==> src/prv_pkg.sv <==
// prv_pkg: shared constants, types and the byte-wide crc-32 step for the
// parameter record validator. No dependencies.
package prv_pkg;

  localparam int unsigned HEADER_BYTES     = 32;
  localparam int unsigned PAYLOAD_BYTES    = 128;
  localparam int unsigned MIN_RECORD_BYTES = 160;
  localparam int unsigned HEAD_BYTES       = 8;
  localparam int unsigned POS_W            = 16;
  localparam int unsigned HDR_IDX_W        = $clog2(HEADER_BYTES);
  localparam int unsigned HEAD_IDX_W       = $clog2(HEAD_BYTES);

  // header field offsets
  localparam int unsigned OFF_MAGIC     = 0;
  localparam int unsigned OFF_SCHEMA    = 4;
  localparam int unsigned OFF_HDR_SIZE  = 6;
  localparam int unsigned OFF_PAY_SIZE  = 8;
  localparam int unsigned OFF_FLAGS     = 10;
  localparam int unsigned OFF_SEQUENCE  = 12;
  localparam int unsigned OFF_VERSION   = 16;
  localparam int unsigned OFF_RESERVED0 = 18;
  localparam int unsigned OFF_PAY_CRC   = 20;
  localparam int unsigned OFF_HDR_CRC   = 24;
  localparam int unsigned OFF_RESERVED1 = 28;

  // payload head offsets
  localparam int unsigned OFF_PL_SCHEMA   = 0;
  localparam int unsigned OFF_PL_VERSION  = 2;
  localparam int unsigned OFF_PL_RESERVED = 6;

  localparam logic [31:0] CRC_POLY = 32'hEDB8_8320;
  localparam logic [31:0] CRC_INIT = 32'hFFFF_FFFF;

  typedef enum logic [1:0] {
    REG_MAGIC     = 2'd0,
    REG_SCHEMA    = 2'd1,
    REG_VERSION   = 2'd2,
    REG_FLAG_MASK = 2'd3
  } prv_reg_e;

  typedef enum logic [2:0] {
    CAUSE_OK       = 3'd0,
    CAUSE_SHORT    = 3'd1,
    CAUSE_SIZES    = 3'd2,
    CAUSE_FLAG     = 3'd3,
    CAUSE_VERSION  = 3'd4,
    CAUSE_HDR_CRC  = 3'd5,
    CAUSE_PAY_CRC  = 3'd6,
    CAUSE_MISMATCH = 3'd7
  } prv_cause_e;

  typedef struct packed {
    logic [31:0] magic;
    logic [15:0] schema;
    logic [15:0] version;
    logic [15:0] flag_mask;
  } prv_cfg_t;

  // reflected crc-32, one byte
  function automatic logic [31:0] crc_byte(input logic [31:0] crc, input logic [7:0] b);
    logic [31:0] c;
    c = crc ^ {24'd0, b};
    for (int k = 0; k < 8; k++) begin
      c = c[0] ? ((c >> 1) ^ CRC_POLY) : (c >> 1);
    end
    return c;
  endfunction

endpackage

==> src/prv_if.sv <==
// prv_if: valid/ready channel interfaces for record bytes, results and
// register writes. No dependencies.
interface prv_rec_if;
  logic       valid;
  logic       ready;
  logic [7:0] data_byte;
  logic       last_byte;
  modport source (output valid, output data_byte, output last_byte, input ready);
  modport sink (input valid, input data_byte, input last_byte, output ready);
endinterface

interface prv_res_if;
  logic        valid;
  logic        ready;
  logic        record_ok;
  logic [2:0]  fail_cause;
  logic [31:0] sequence_number;
  modport source (output valid, output record_ok, output fail_cause,
                  output sequence_number, input ready);
  modport sink (input valid, input record_ok, input fail_cause,
                input sequence_number, output ready);
endinterface

interface prv_cfg_if;
  logic        valid;
  logic        ready;
  logic [1:0]  index;
  logic [31:0] data;
  modport source (output valid, output index, output data, input ready);
  modport sink (input valid, input index, input data, output ready);
endinterface

==> src/prv_check.sv <==
// prv_check: evaluates the record checks in priority order from the captured
// header bytes, payload head bytes and final crc values. Uses prv_pkg.
module prv_check (
  input  logic [7:0]          hdr_i [prv_pkg::HEADER_BYTES],
  input  logic [7:0]          head_i [prv_pkg::HEAD_BYTES],
  input  prv_pkg::prv_cfg_t   cfg_i,
  input  logic                short_i,
  input  logic [31:0]         hdr_crc_i,
  input  logic [31:0]         pay_crc_i,
  output prv_pkg::prv_cause_e cause_o
);
  import prv_pkg::*;

  logic [31:0] magic, seq_unused_w, pay_crc_w, hdr_crc_w;
  logic [15:0] schema, version, hdr_size, pay_size, flags, rsv0, rsv1;
  logic [15:0] pl_schema, pl_version, pl_rsv;
  logic        sizes_bad, flag_bad, ver_bad, hcrc_bad, pcrc_bad, pl_bad;

  assign magic     = {hdr_i[OFF_MAGIC+3], hdr_i[OFF_MAGIC+2],
                      hdr_i[OFF_MAGIC+1], hdr_i[OFF_MAGIC]};
  assign pay_crc_w = {hdr_i[OFF_PAY_CRC+3], hdr_i[OFF_PAY_CRC+2],
                      hdr_i[OFF_PAY_CRC+1], hdr_i[OFF_PAY_CRC]};
  assign hdr_crc_w = {hdr_i[OFF_HDR_CRC+3], hdr_i[OFF_HDR_CRC+2],
                      hdr_i[OFF_HDR_CRC+1], hdr_i[OFF_HDR_CRC]};
  assign seq_unused_w = '0;
  assign schema    = {hdr_i[OFF_SCHEMA+1], hdr_i[OFF_SCHEMA]};
  assign hdr_size  = {hdr_i[OFF_HDR_SIZE+1], hdr_i[OFF_HDR_SIZE]};
  assign pay_size  = {hdr_i[OFF_PAY_SIZE+1], hdr_i[OFF_PAY_SIZE]};
  assign flags     = {hdr_i[OFF_FLAGS+1], hdr_i[OFF_FLAGS]};
  assign version   = {hdr_i[OFF_VERSION+1], hdr_i[OFF_VERSION]};
  assign rsv0      = {hdr_i[OFF_RESERVED0+1], hdr_i[OFF_RESERVED0]};
  assign rsv1      = {hdr_i[OFF_RESERVED1+1], hdr_i[OFF_RESERVED1]};
  assign pl_schema  = {head_i[OFF_PL_SCHEMA+1], head_i[OFF_PL_SCHEMA]};
  assign pl_version = {head_i[OFF_PL_VERSION+1], head_i[OFF_PL_VERSION]};
  assign pl_rsv     = {head_i[OFF_PL_RESERVED+1], head_i[OFF_PL_RESERVED]};

  assign sizes_bad = (magic != cfg_i.magic) || (hdr_size != 16'(HEADER_BYTES)) ||
                     (pay_size != 16'(PAYLOAD_BYTES));
  assign flag_bad  = (flags & cfg_i.flag_mask) == 16'd0;
  assign ver_bad   = (schema != cfg_i.schema) || (version != cfg_i.version) ||
                     (rsv0 != 16'd0) || (rsv1 != 16'd0);
  assign hcrc_bad  = hdr_crc_w != ~hdr_crc_i;
  assign pcrc_bad  = (pay_crc_w ^ seq_unused_w) != ~pay_crc_i;
  assign pl_bad    = (pl_schema != schema) || (pl_version != version) || (pl_rsv != 16'd0);

  always_comb begin
    if (short_i)        cause_o = CAUSE_SHORT;
    else if (sizes_bad) cause_o = CAUSE_SIZES;
    else if (flag_bad)  cause_o = CAUSE_FLAG;
    else if (ver_bad)   cause_o = CAUSE_VERSION;
    else if (hcrc_bad)  cause_o = CAUSE_HDR_CRC;
    else if (pcrc_bad)  cause_o = CAUSE_PAY_CRC;
    else if (pl_bad)    cause_o = CAUSE_MISMATCH;
    else                cause_o = CAUSE_OK;
  end

endmodule

==> src/parameter_record_validator.sv <==
// parameter_record_validator: top level. Uses prv_pkg, the channel
// interfaces in prv_if.sv and the check logic in prv_check.
//
// Takes a stored parameter record one byte per transfer on in_if and gives
// one result on out_if for the byte marked last: pass or fail, the first
// failing check and the header sequence number. A byte can be transferred in
// every cycle unless the stall below holds it; each byte is registered, then
// the crc step, field capture and (on the last byte) the checks run from the
// input register and the result register loads from the checks. The only
// stall comes from the result register: when a result is still waiting on
// out_if, a new last byte is held in the input register until that result is
// taken, while other bytes keep flowing. Register writes on cfg_if are always
// accepted at once (ready is tied high) and are expected only while no record
// is in progress.
module parameter_record_validator (
  input  logic  clk_i,
  input  logic  rst_ni,
  prv_cfg_if.sink   cfg_if,
  prv_rec_if.sink   in_if,
  prv_res_if.source out_if
);
  import prv_pkg::*;

  prv_cfg_t cfg_q, cfg_d;

  logic       in_v_q, in_v_d;
  logic [7:0] byte_q;
  logic       last_q;

  logic [POS_W-1:0] pos_q, pos_d;
  logic [31:0]      hcrc_q, hcrc_d, pcrc_q, pcrc_d, hcrc_upd, pcrc_upd;
  logic [7:0]       hdr_q [HEADER_BYTES];
  logic [7:0]       head_q [HEAD_BYTES];
  logic [7:0]       head_upd [HEAD_BYTES];

  logic        out_v_q, out_v_d;
  logic        ok_q;
  logic [2:0]  cause_q;
  logic [31:0] seq_q;

  logic             advance, step, finish;
  logic             in_hdr, in_pay, in_head, in_crc_gap, short_rec;
  logic [POS_W:0]   count;
  logic [HEAD_IDX_W-1:0] head_idx;
  prv_cause_e       cause;

  // configuration
  assign cfg_if.ready = 1'b1;

  always_comb begin
    cfg_d = cfg_q;
    if (cfg_if.valid) begin
      case (prv_reg_e'(cfg_if.index))
        REG_MAGIC:     cfg_d.magic     = cfg_if.data;
        REG_SCHEMA:    cfg_d.schema    = cfg_if.data[15:0];
        REG_VERSION:   cfg_d.version   = cfg_if.data[15:0];
        REG_FLAG_MASK: cfg_d.flag_mask = cfg_if.data[15:0];
        default:       cfg_d = cfg_q;
      endcase
    end
  end

  // pipeline control: the input register moves on unless it holds a last
  // byte and the result register is occupied and not being taken
  assign advance     = !last_q || !out_v_q || out_if.ready;
  assign step        = in_v_q && advance;
  assign finish      = step && last_q;
  assign in_if.ready = !in_v_q || advance;
  assign in_v_d      = (in_if.valid && in_if.ready) ? 1'b1 : (step ? 1'b0 : in_v_q);

  // byte classification
  assign in_hdr     = pos_q < POS_W'(HEADER_BYTES);
  assign in_pay     = !in_hdr && (pos_q < POS_W'(HEADER_BYTES + PAYLOAD_BYTES));
  assign in_head    = !in_hdr && (pos_q < POS_W'(HEADER_BYTES + HEAD_BYTES));
  assign in_crc_gap = (pos_q >= POS_W'(OFF_HDR_CRC)) && (pos_q < POS_W'(OFF_HDR_CRC + 4));
  assign head_idx   = HEAD_IDX_W'(pos_q - POS_W'(HEADER_BYTES));
  assign count      = {1'b0, pos_q} + (POS_W+1)'(1);
  assign short_rec  = count < (POS_W+1)'(MIN_RECORD_BYTES);

  assign hcrc_upd = in_hdr ? crc_byte(hcrc_q, in_crc_gap ? 8'd0 : byte_q) : hcrc_q;
  assign pcrc_upd = in_pay ? crc_byte(pcrc_q, byte_q) : pcrc_q;

  always_comb begin
    for (int i = 0; i < HEAD_BYTES; i++) begin
      head_upd[i] = head_q[i];
    end
    if (in_head) begin
      head_upd[head_idx] = byte_q;
    end
  end

  always_comb begin
    pos_d  = pos_q;
    hcrc_d = hcrc_q;
    pcrc_d = pcrc_q;
    if (step) begin
      if (last_q) begin
        pos_d  = '0;
        hcrc_d = CRC_INIT;
        pcrc_d = CRC_INIT;
      end else begin
        pos_d  = (pos_q == '1) ? pos_q : pos_q + POS_W'(1);
        hcrc_d = hcrc_upd;
        pcrc_d = pcrc_upd;
      end
    end
  end

  prv_check u_check (
    .hdr_i     (hdr_q),
    .head_i    (head_upd),
    .cfg_i     (cfg_q),
    .short_i   (short_rec),
    .hdr_crc_i (hcrc_upd),
    .pay_crc_i (pcrc_upd),
    .cause_o   (cause)
  );

  assign out_v_d = finish ? 1'b1 : (out_if.ready ? 1'b0 : out_v_q);

  always_ff @(posedge clk_i or negedge rst_ni) begin
    if (!rst_ni) begin
      cfg_q   <= '{magic: 32'd0, schema: 16'd0, version: 16'd0, flag_mask: 16'd1};
      in_v_q  <= 1'b0;
      pos_q   <= '0;
      hcrc_q  <= CRC_INIT;
      pcrc_q  <= CRC_INIT;
      out_v_q <= 1'b0;
    end else begin
      cfg_q   <= cfg_d;
      in_v_q  <= in_v_d;
      pos_q   <= pos_d;
      hcrc_q  <= hcrc_d;
      pcrc_q  <= pcrc_d;
      out_v_q <= out_v_d;
    end
  end

  // payload registers, no reset
  always_ff @(posedge clk_i) begin
    if (in_if.valid && in_if.ready) begin
      byte_q <= in_if.data_byte;
      last_q <= in_if.last_byte;
    end
    if (step && in_hdr) begin
      hdr_q[pos_q[HDR_IDX_W-1:0]] <= byte_q;
    end
    if (step && in_head) begin
      head_q[head_idx] <= byte_q;
    end
    if (finish) begin
      ok_q    <= cause == CAUSE_OK;
      cause_q <= cause;
      seq_q   <= short_rec ? 32'd0 :
                 {hdr_q[OFF_SEQUENCE+3], hdr_q[OFF_SEQUENCE+2],
                  hdr_q[OFF_SEQUENCE+1], hdr_q[OFF_SEQUENCE]};
    end
  end

  assign out_if.valid           = out_v_q;
  assign out_if.record_ok       = ok_q;
  assign out_if.fail_cause      = cause_q;
  assign out_if.sequence_number = seq_q;

endmodule

==> src/flat_wrapper.sv <==
// flat-port wrapper written by rule: the top's interface ports become plain ports
module parameter_record_validator_flat import prv_pkg::*;
  (clk_i, rst_ni, cfg_if_valid, cfg_if_index, cfg_if_data, cfg_if_ready, in_if_valid, in_if_data_byte, in_if_last_byte, in_if_ready, out_if_valid, out_if_record_ok, out_if_fail_cause, out_if_sequence_number, out_if_ready);
  prv_cfg_if cfg_if_i ();
  prv_rec_if in_if_i ();
  prv_res_if out_if_i ();
  input  logic clk_i;
  input  logic rst_ni;
  input wire logic [$bits(cfg_if_i.valid)-1:0] cfg_if_valid;
  input wire logic [$bits(cfg_if_i.index)-1:0] cfg_if_index;
  input wire logic [$bits(cfg_if_i.data)-1:0] cfg_if_data;
  output wire logic [$bits(cfg_if_i.ready)-1:0] cfg_if_ready;
  input wire logic [$bits(in_if_i.valid)-1:0] in_if_valid;
  input wire logic [$bits(in_if_i.data_byte)-1:0] in_if_data_byte;
  input wire logic [$bits(in_if_i.last_byte)-1:0] in_if_last_byte;
  output wire logic [$bits(in_if_i.ready)-1:0] in_if_ready;
  output wire logic [$bits(out_if_i.valid)-1:0] out_if_valid;
  output wire logic [$bits(out_if_i.record_ok)-1:0] out_if_record_ok;
  output wire logic [$bits(out_if_i.fail_cause)-1:0] out_if_fail_cause;
  output wire logic [$bits(out_if_i.sequence_number)-1:0] out_if_sequence_number;
  input wire logic [$bits(out_if_i.ready)-1:0] out_if_ready;
  assign cfg_if_i.valid = cfg_if_valid;
  assign cfg_if_i.index = cfg_if_index;
  assign cfg_if_i.data = cfg_if_data;
  assign cfg_if_ready = cfg_if_i.ready;
  assign in_if_i.valid = in_if_valid;
  assign in_if_i.data_byte = in_if_data_byte;
  assign in_if_i.last_byte = in_if_last_byte;
  assign in_if_ready = in_if_i.ready;
  assign out_if_valid = out_if_i.valid;
  assign out_if_record_ok = out_if_i.record_ok;
  assign out_if_fail_cause = out_if_i.fail_cause;
  assign out_if_sequence_number = out_if_i.sequence_number;
  assign out_if_i.ready = out_if_ready;
  parameter_record_validator u_core (.clk_i(clk_i), .rst_ni(rst_ni), .cfg_if(cfg_if_i), .in_if(in_if_i), .out_if(out_if_i));
endmodule
==> config.mk <==
export PLATFORM = sky130hd
export DESIGN_NAME = parameter_record_validator_flat
export DESIGN_NICKNAME = d
export VERILOG_FILES = /design/src/prv_pkg.sv /design/src/prv_if.sv /design/src/prv_check.sv /design/src/parameter_record_validator.sv /design/src/flat_wrapper.sv
export SDC_FILE = /design/constraint.sdc
export NUM_CORES = 1
export LEC_CHECK = 0
export BUFFER_PORTS_ARGS = -buffer_cell sky130_fd_sc_hd__buf_2
export CAP_MARGIN = 20
export CORE_ASPECT_RATIO = 2
export CORE_UTILIZATION = 55
export CTS_CLUSTER_SIZE = 40
export DETAILED_ROUTE_END_ITERATION = 16
export PLACE_DENSITY = 0.79
export SYNTH_ARGS = -nofsm -noshare
export SYNTH_HDL_FRONTEND = slang
export SYNTH_HIERARCHICAL = 1
export SYNTH_SLANG_ARGS = --single-unit
==> constraint.sdc <==
create_clock -name clk_i -period 6.1 [get_ports clk_i]
set_input_delay 0.61 -clock clk_i [delete_from_list [all_inputs] [get_ports clk_i]]
set_output_delay 0.61 -clock clk_i [all_outputs]
set_load 0.01 [all_outputs]
==> impl_metrics.py <==
metrics = {
    "min_path": {
        "hp-class": "in2async",
    },
    "drt": {
        "avgRoutedWirePerCell_um": 24.8,
        "vias": 13642,
        "wirelength_um": 56200,
        "viasPerCell": 6.02,
        "dr.pass1.iters": 6,
        "drtAntennaViolNets": 0,
        "drtIter0Drc": 957,
        "drc": 0,
    },
    "pwr": {
        "leakage_nw": 8.85,
        "ir_drop_uv": 367,
        "power_density_nw_per_um2": 389,
    },
    "sta": {
        "hold_violations": 0,
        "timing.final.crit_share_pct": 90.6,
        "period_needed_ns": 5.53,
        "fin_skew_ns": 0.0276,
        "drv_slew": 0,
        "setup_viol": 0,
        "slew_headroom_pct": 40.9,
        "setup-tns-final_ns": 0,
        "fmax_ghz": 0.181,
        "rsz0062_at_grt": "false",
        "tightestPinTransition_ns": 0.883,
    },
    "placed_design": {
        "port_buffers": 85,
        "place_congestion": 0.944,
        "place_hpwl_um": 40100,
    },
    "setup_path": {
        "cp.required_ns": 6.40,
        "r2r_end": "u_core/out_if.record_ok$_DFFE_PP_",
        "worstRegToRegCells": 14,
        "worst_path_largest_cell_delay_ns": 0.74,
        "cp-end-kind": "flip-flop",
        "cpMostUsedCell": "or4_1",
        "crit_chain": "or4_1, nor4_4, nor2_1, xnor2_2, xnor2_1, xnor3_1, o21ai_0, xor2_1, nand4_1, or4_1, nor4_2, o211ai_1, a21oi_1, nor3_1",
        "path_max_fanout": 8,
        "worst-setup-path-type": "reg2reg",
        "r2r-start": "u_core/pos_q[14]$_DFFE_PN0P_",
        "cp.arrival_ns": 5.82,
        "ff2ff_setup_slack_ns": 0.57,
        "cp_slowest_cell": "or4_1",
        "worstSetupStartpointType": "flip-flop",
    },
    "finish": {
        "fin_util_pct": 62.0,
        "drive_above_1_share_pct": 25.2,
        "areaGrowthSynthToFinish_pct": 11.3,
        "insertedDiodeCount": 0,
        "nets": 1756,
        "seqCellArea_sq_um": 14100,
        "fillCellCount": 2908,
        "multi_input_area_sq_um": 8010,
    },
    "floorplan": {
        "ios": 87,
        "die_w_um": 145,
        "rows": 104,
        "die_area_sq_um": 41500,
        "start_util_pct": 55.7,
        "coreArea_sq_um": 40200,
        "fp.dieH_um": 287,
    },
    "run": {
        "drv_cap": 0,
    },
    "synthesis": {
        "synthCells": 1593,
        "syn_avg_cell_area_sq_um": 14.0,
        "syn_nets": 1645,
        "syn-cell-area_sq_um": 22400,
        "ys_warn_count": 6,
    },
    "global_route": {
        "grt_usage_pct": 28.2,
        "grt_pass1_vias": 14346,
        "antenna_found_initial": 0,
        "overflow": 0,
        "grt_max_degree": 64,
        "grt_pass1_wl_um": 84200,
    },
    "clock_tree": {
        "hold_buffers": 0,
        "cts_root_buf": "clkbuf_16",
        "post_cts_buffers": 0,
        "cts_tree": "done",
        "htreeDepth": 2,
        "clkLatencyLatePin_ns": 0.57,
        "numCtsBuffers": 40,
        "clk_pin_slew_worst_paths_ns": 0.07,
        "ctsLongestPathBuffers": 3,
        "clock_sink_count": 495,
        "cts_resized": 0,
    },
    "status": {
        "status": "complete, no violations",
    },
}
where the power goes:
part / leakage, nW / total, mW / switching [mW] / internal, mW
Clock: 0.645 / 2.63 / 1.21 / 1.41
Sequential: 4.89 / 4.18 / 0.256 / 3.92
Combinational: 3.31 / 2.88 / 1.59 / 1.30
cell usage in the layout, fill, tap and decap left out, types with 4 or more instances in the layout:
master,n
edfxtp_1,333
nor2_1,83
nand3b_1,7
xor3_1,4
nand3_1,13
o21ai_0,52
clkinvlp_4,4
o31ai_1,6
dfrtp_1,97
nor4_1,50
mux2_2,152
xnor2_1,157
dfstp_2,65
clkinv_2,10
a22oi_1,8
nor2b_1,32
inv_1,8
a31oi_1,6
nand2_1,92
xnor3_1,10
ha_1,4
bufinv_16,4
clkbuf_1,4
or4_1,12
buf_4,41
o22a_1,42
xor2_1,131
and3_1,11
inv_6,4
a2bb2oi_1,4
or3b_2,4
a21oi_1,22
buf_2,84
clkbuf_16,40
or3_1,8
nand2b_1,5
nand4_1,52
nor3_1,13
registers in the layout (all words and copies together) (netlist names), 3 cells and up:
name,flops
u_core/hdr_q,240
u_core/cfg_q,80
u_core/head_q,48
u_core/hcrc_q,32
u_core/out_if.sequence_number,32
u_core/pcrc_q,32
u_core/pos_q,16
u_core/byte_q,8
u_core/out_if.fail_cause,3
routing by layer:
metal / track usage, % / wire length, um / vias up
met5: 0 / 0 / -
li1: - / - / 6079
met4: 21.7 / 4760 / 0
met3: 3.58 / 2530 / 204
met1: 28.1 / 17900 / 6825
met2: 51.7 / 31000 / 534
worst max-delay path: cells and delay by family, from the launching register on:
| family | cells | cell delay [ns] |
|---|---|---|
| AO/OA/AOI/OAI | 3 | 0.61 |
| XOR/XNOR | 4 | 1.47 |
| flip-flops | 1 | 0.48 |
| AND/OR/NAND/NOR | 7 | 2.67 |
layout make-up:
type | instances | area share (%)
clock buffer | 45 | 4.13
clock inverter | 29 | 1.23
inverter | 8 | 0.121
multi-input combinational | 1033 | 32.2
sequential | 495 | 56.7
tap | 530 | 2.66
timing repair buffer | 126 | 2.97
worst max path at each step:
stage / from / endpoint / slack (ns) / depth (start not counted)
floorplan: u_core/pos_q[14]$_DFFE_PN0P_ / u_core/out_if.record_ok$_DFFE_PP_ / 1.36 / 16
detailed placement: u_core/pos_q[14]$_DFFE_PN0P_ / u_core/out_if.record_ok$_DFFE_PP_ / 0.69 / 14
finish: u_core/pos_q[14]$_DFFE_PN0P_ / u_core/out_if.record_ok$_DFFE_PP_ / 0.57 / 14
CTS: u_core/pos_q[14]$_DFFE_PN0P_ / u_core/out_if.record_ok$_DFFE_PP_ / 0.64 / 14
global route: u_core/pos_q[14]$_DFFE_PN0P_ / u_core/out_if.record_ok$_DFFE_PP_ / 0.38 / 15
global placement: u_core/pos_q[14]$_DFFE_PN0P_ / u_core/out_if.record_ok$_DFFE_PP_ / 0.76 / 15
through the flow:
step / hold slack, ns / total power, mW / cells / cell area, sq um / worst slack (ns)
3_3_place_gp: 0.468 / 7.04 / 2192 / 23600 / 0.761
6_report: 0.0677 / 9.69 / 2266 / 24900 / 0.573
3_5_place_dp: 0.475 / 7.07 / 2192 / 23600 / 0.695
5_1_grt: 0.0973 / 10.0 / 2266 / 24900 / 0.380
4_1_cts: 0.0700 / 9.69 / 2266 / 24900 / 0.642
2_1_floorplan: 0.314 / 6.29 / 1593 / 22400 / 1.36
No activity file was read; power rests on OpenSTA's default activity.
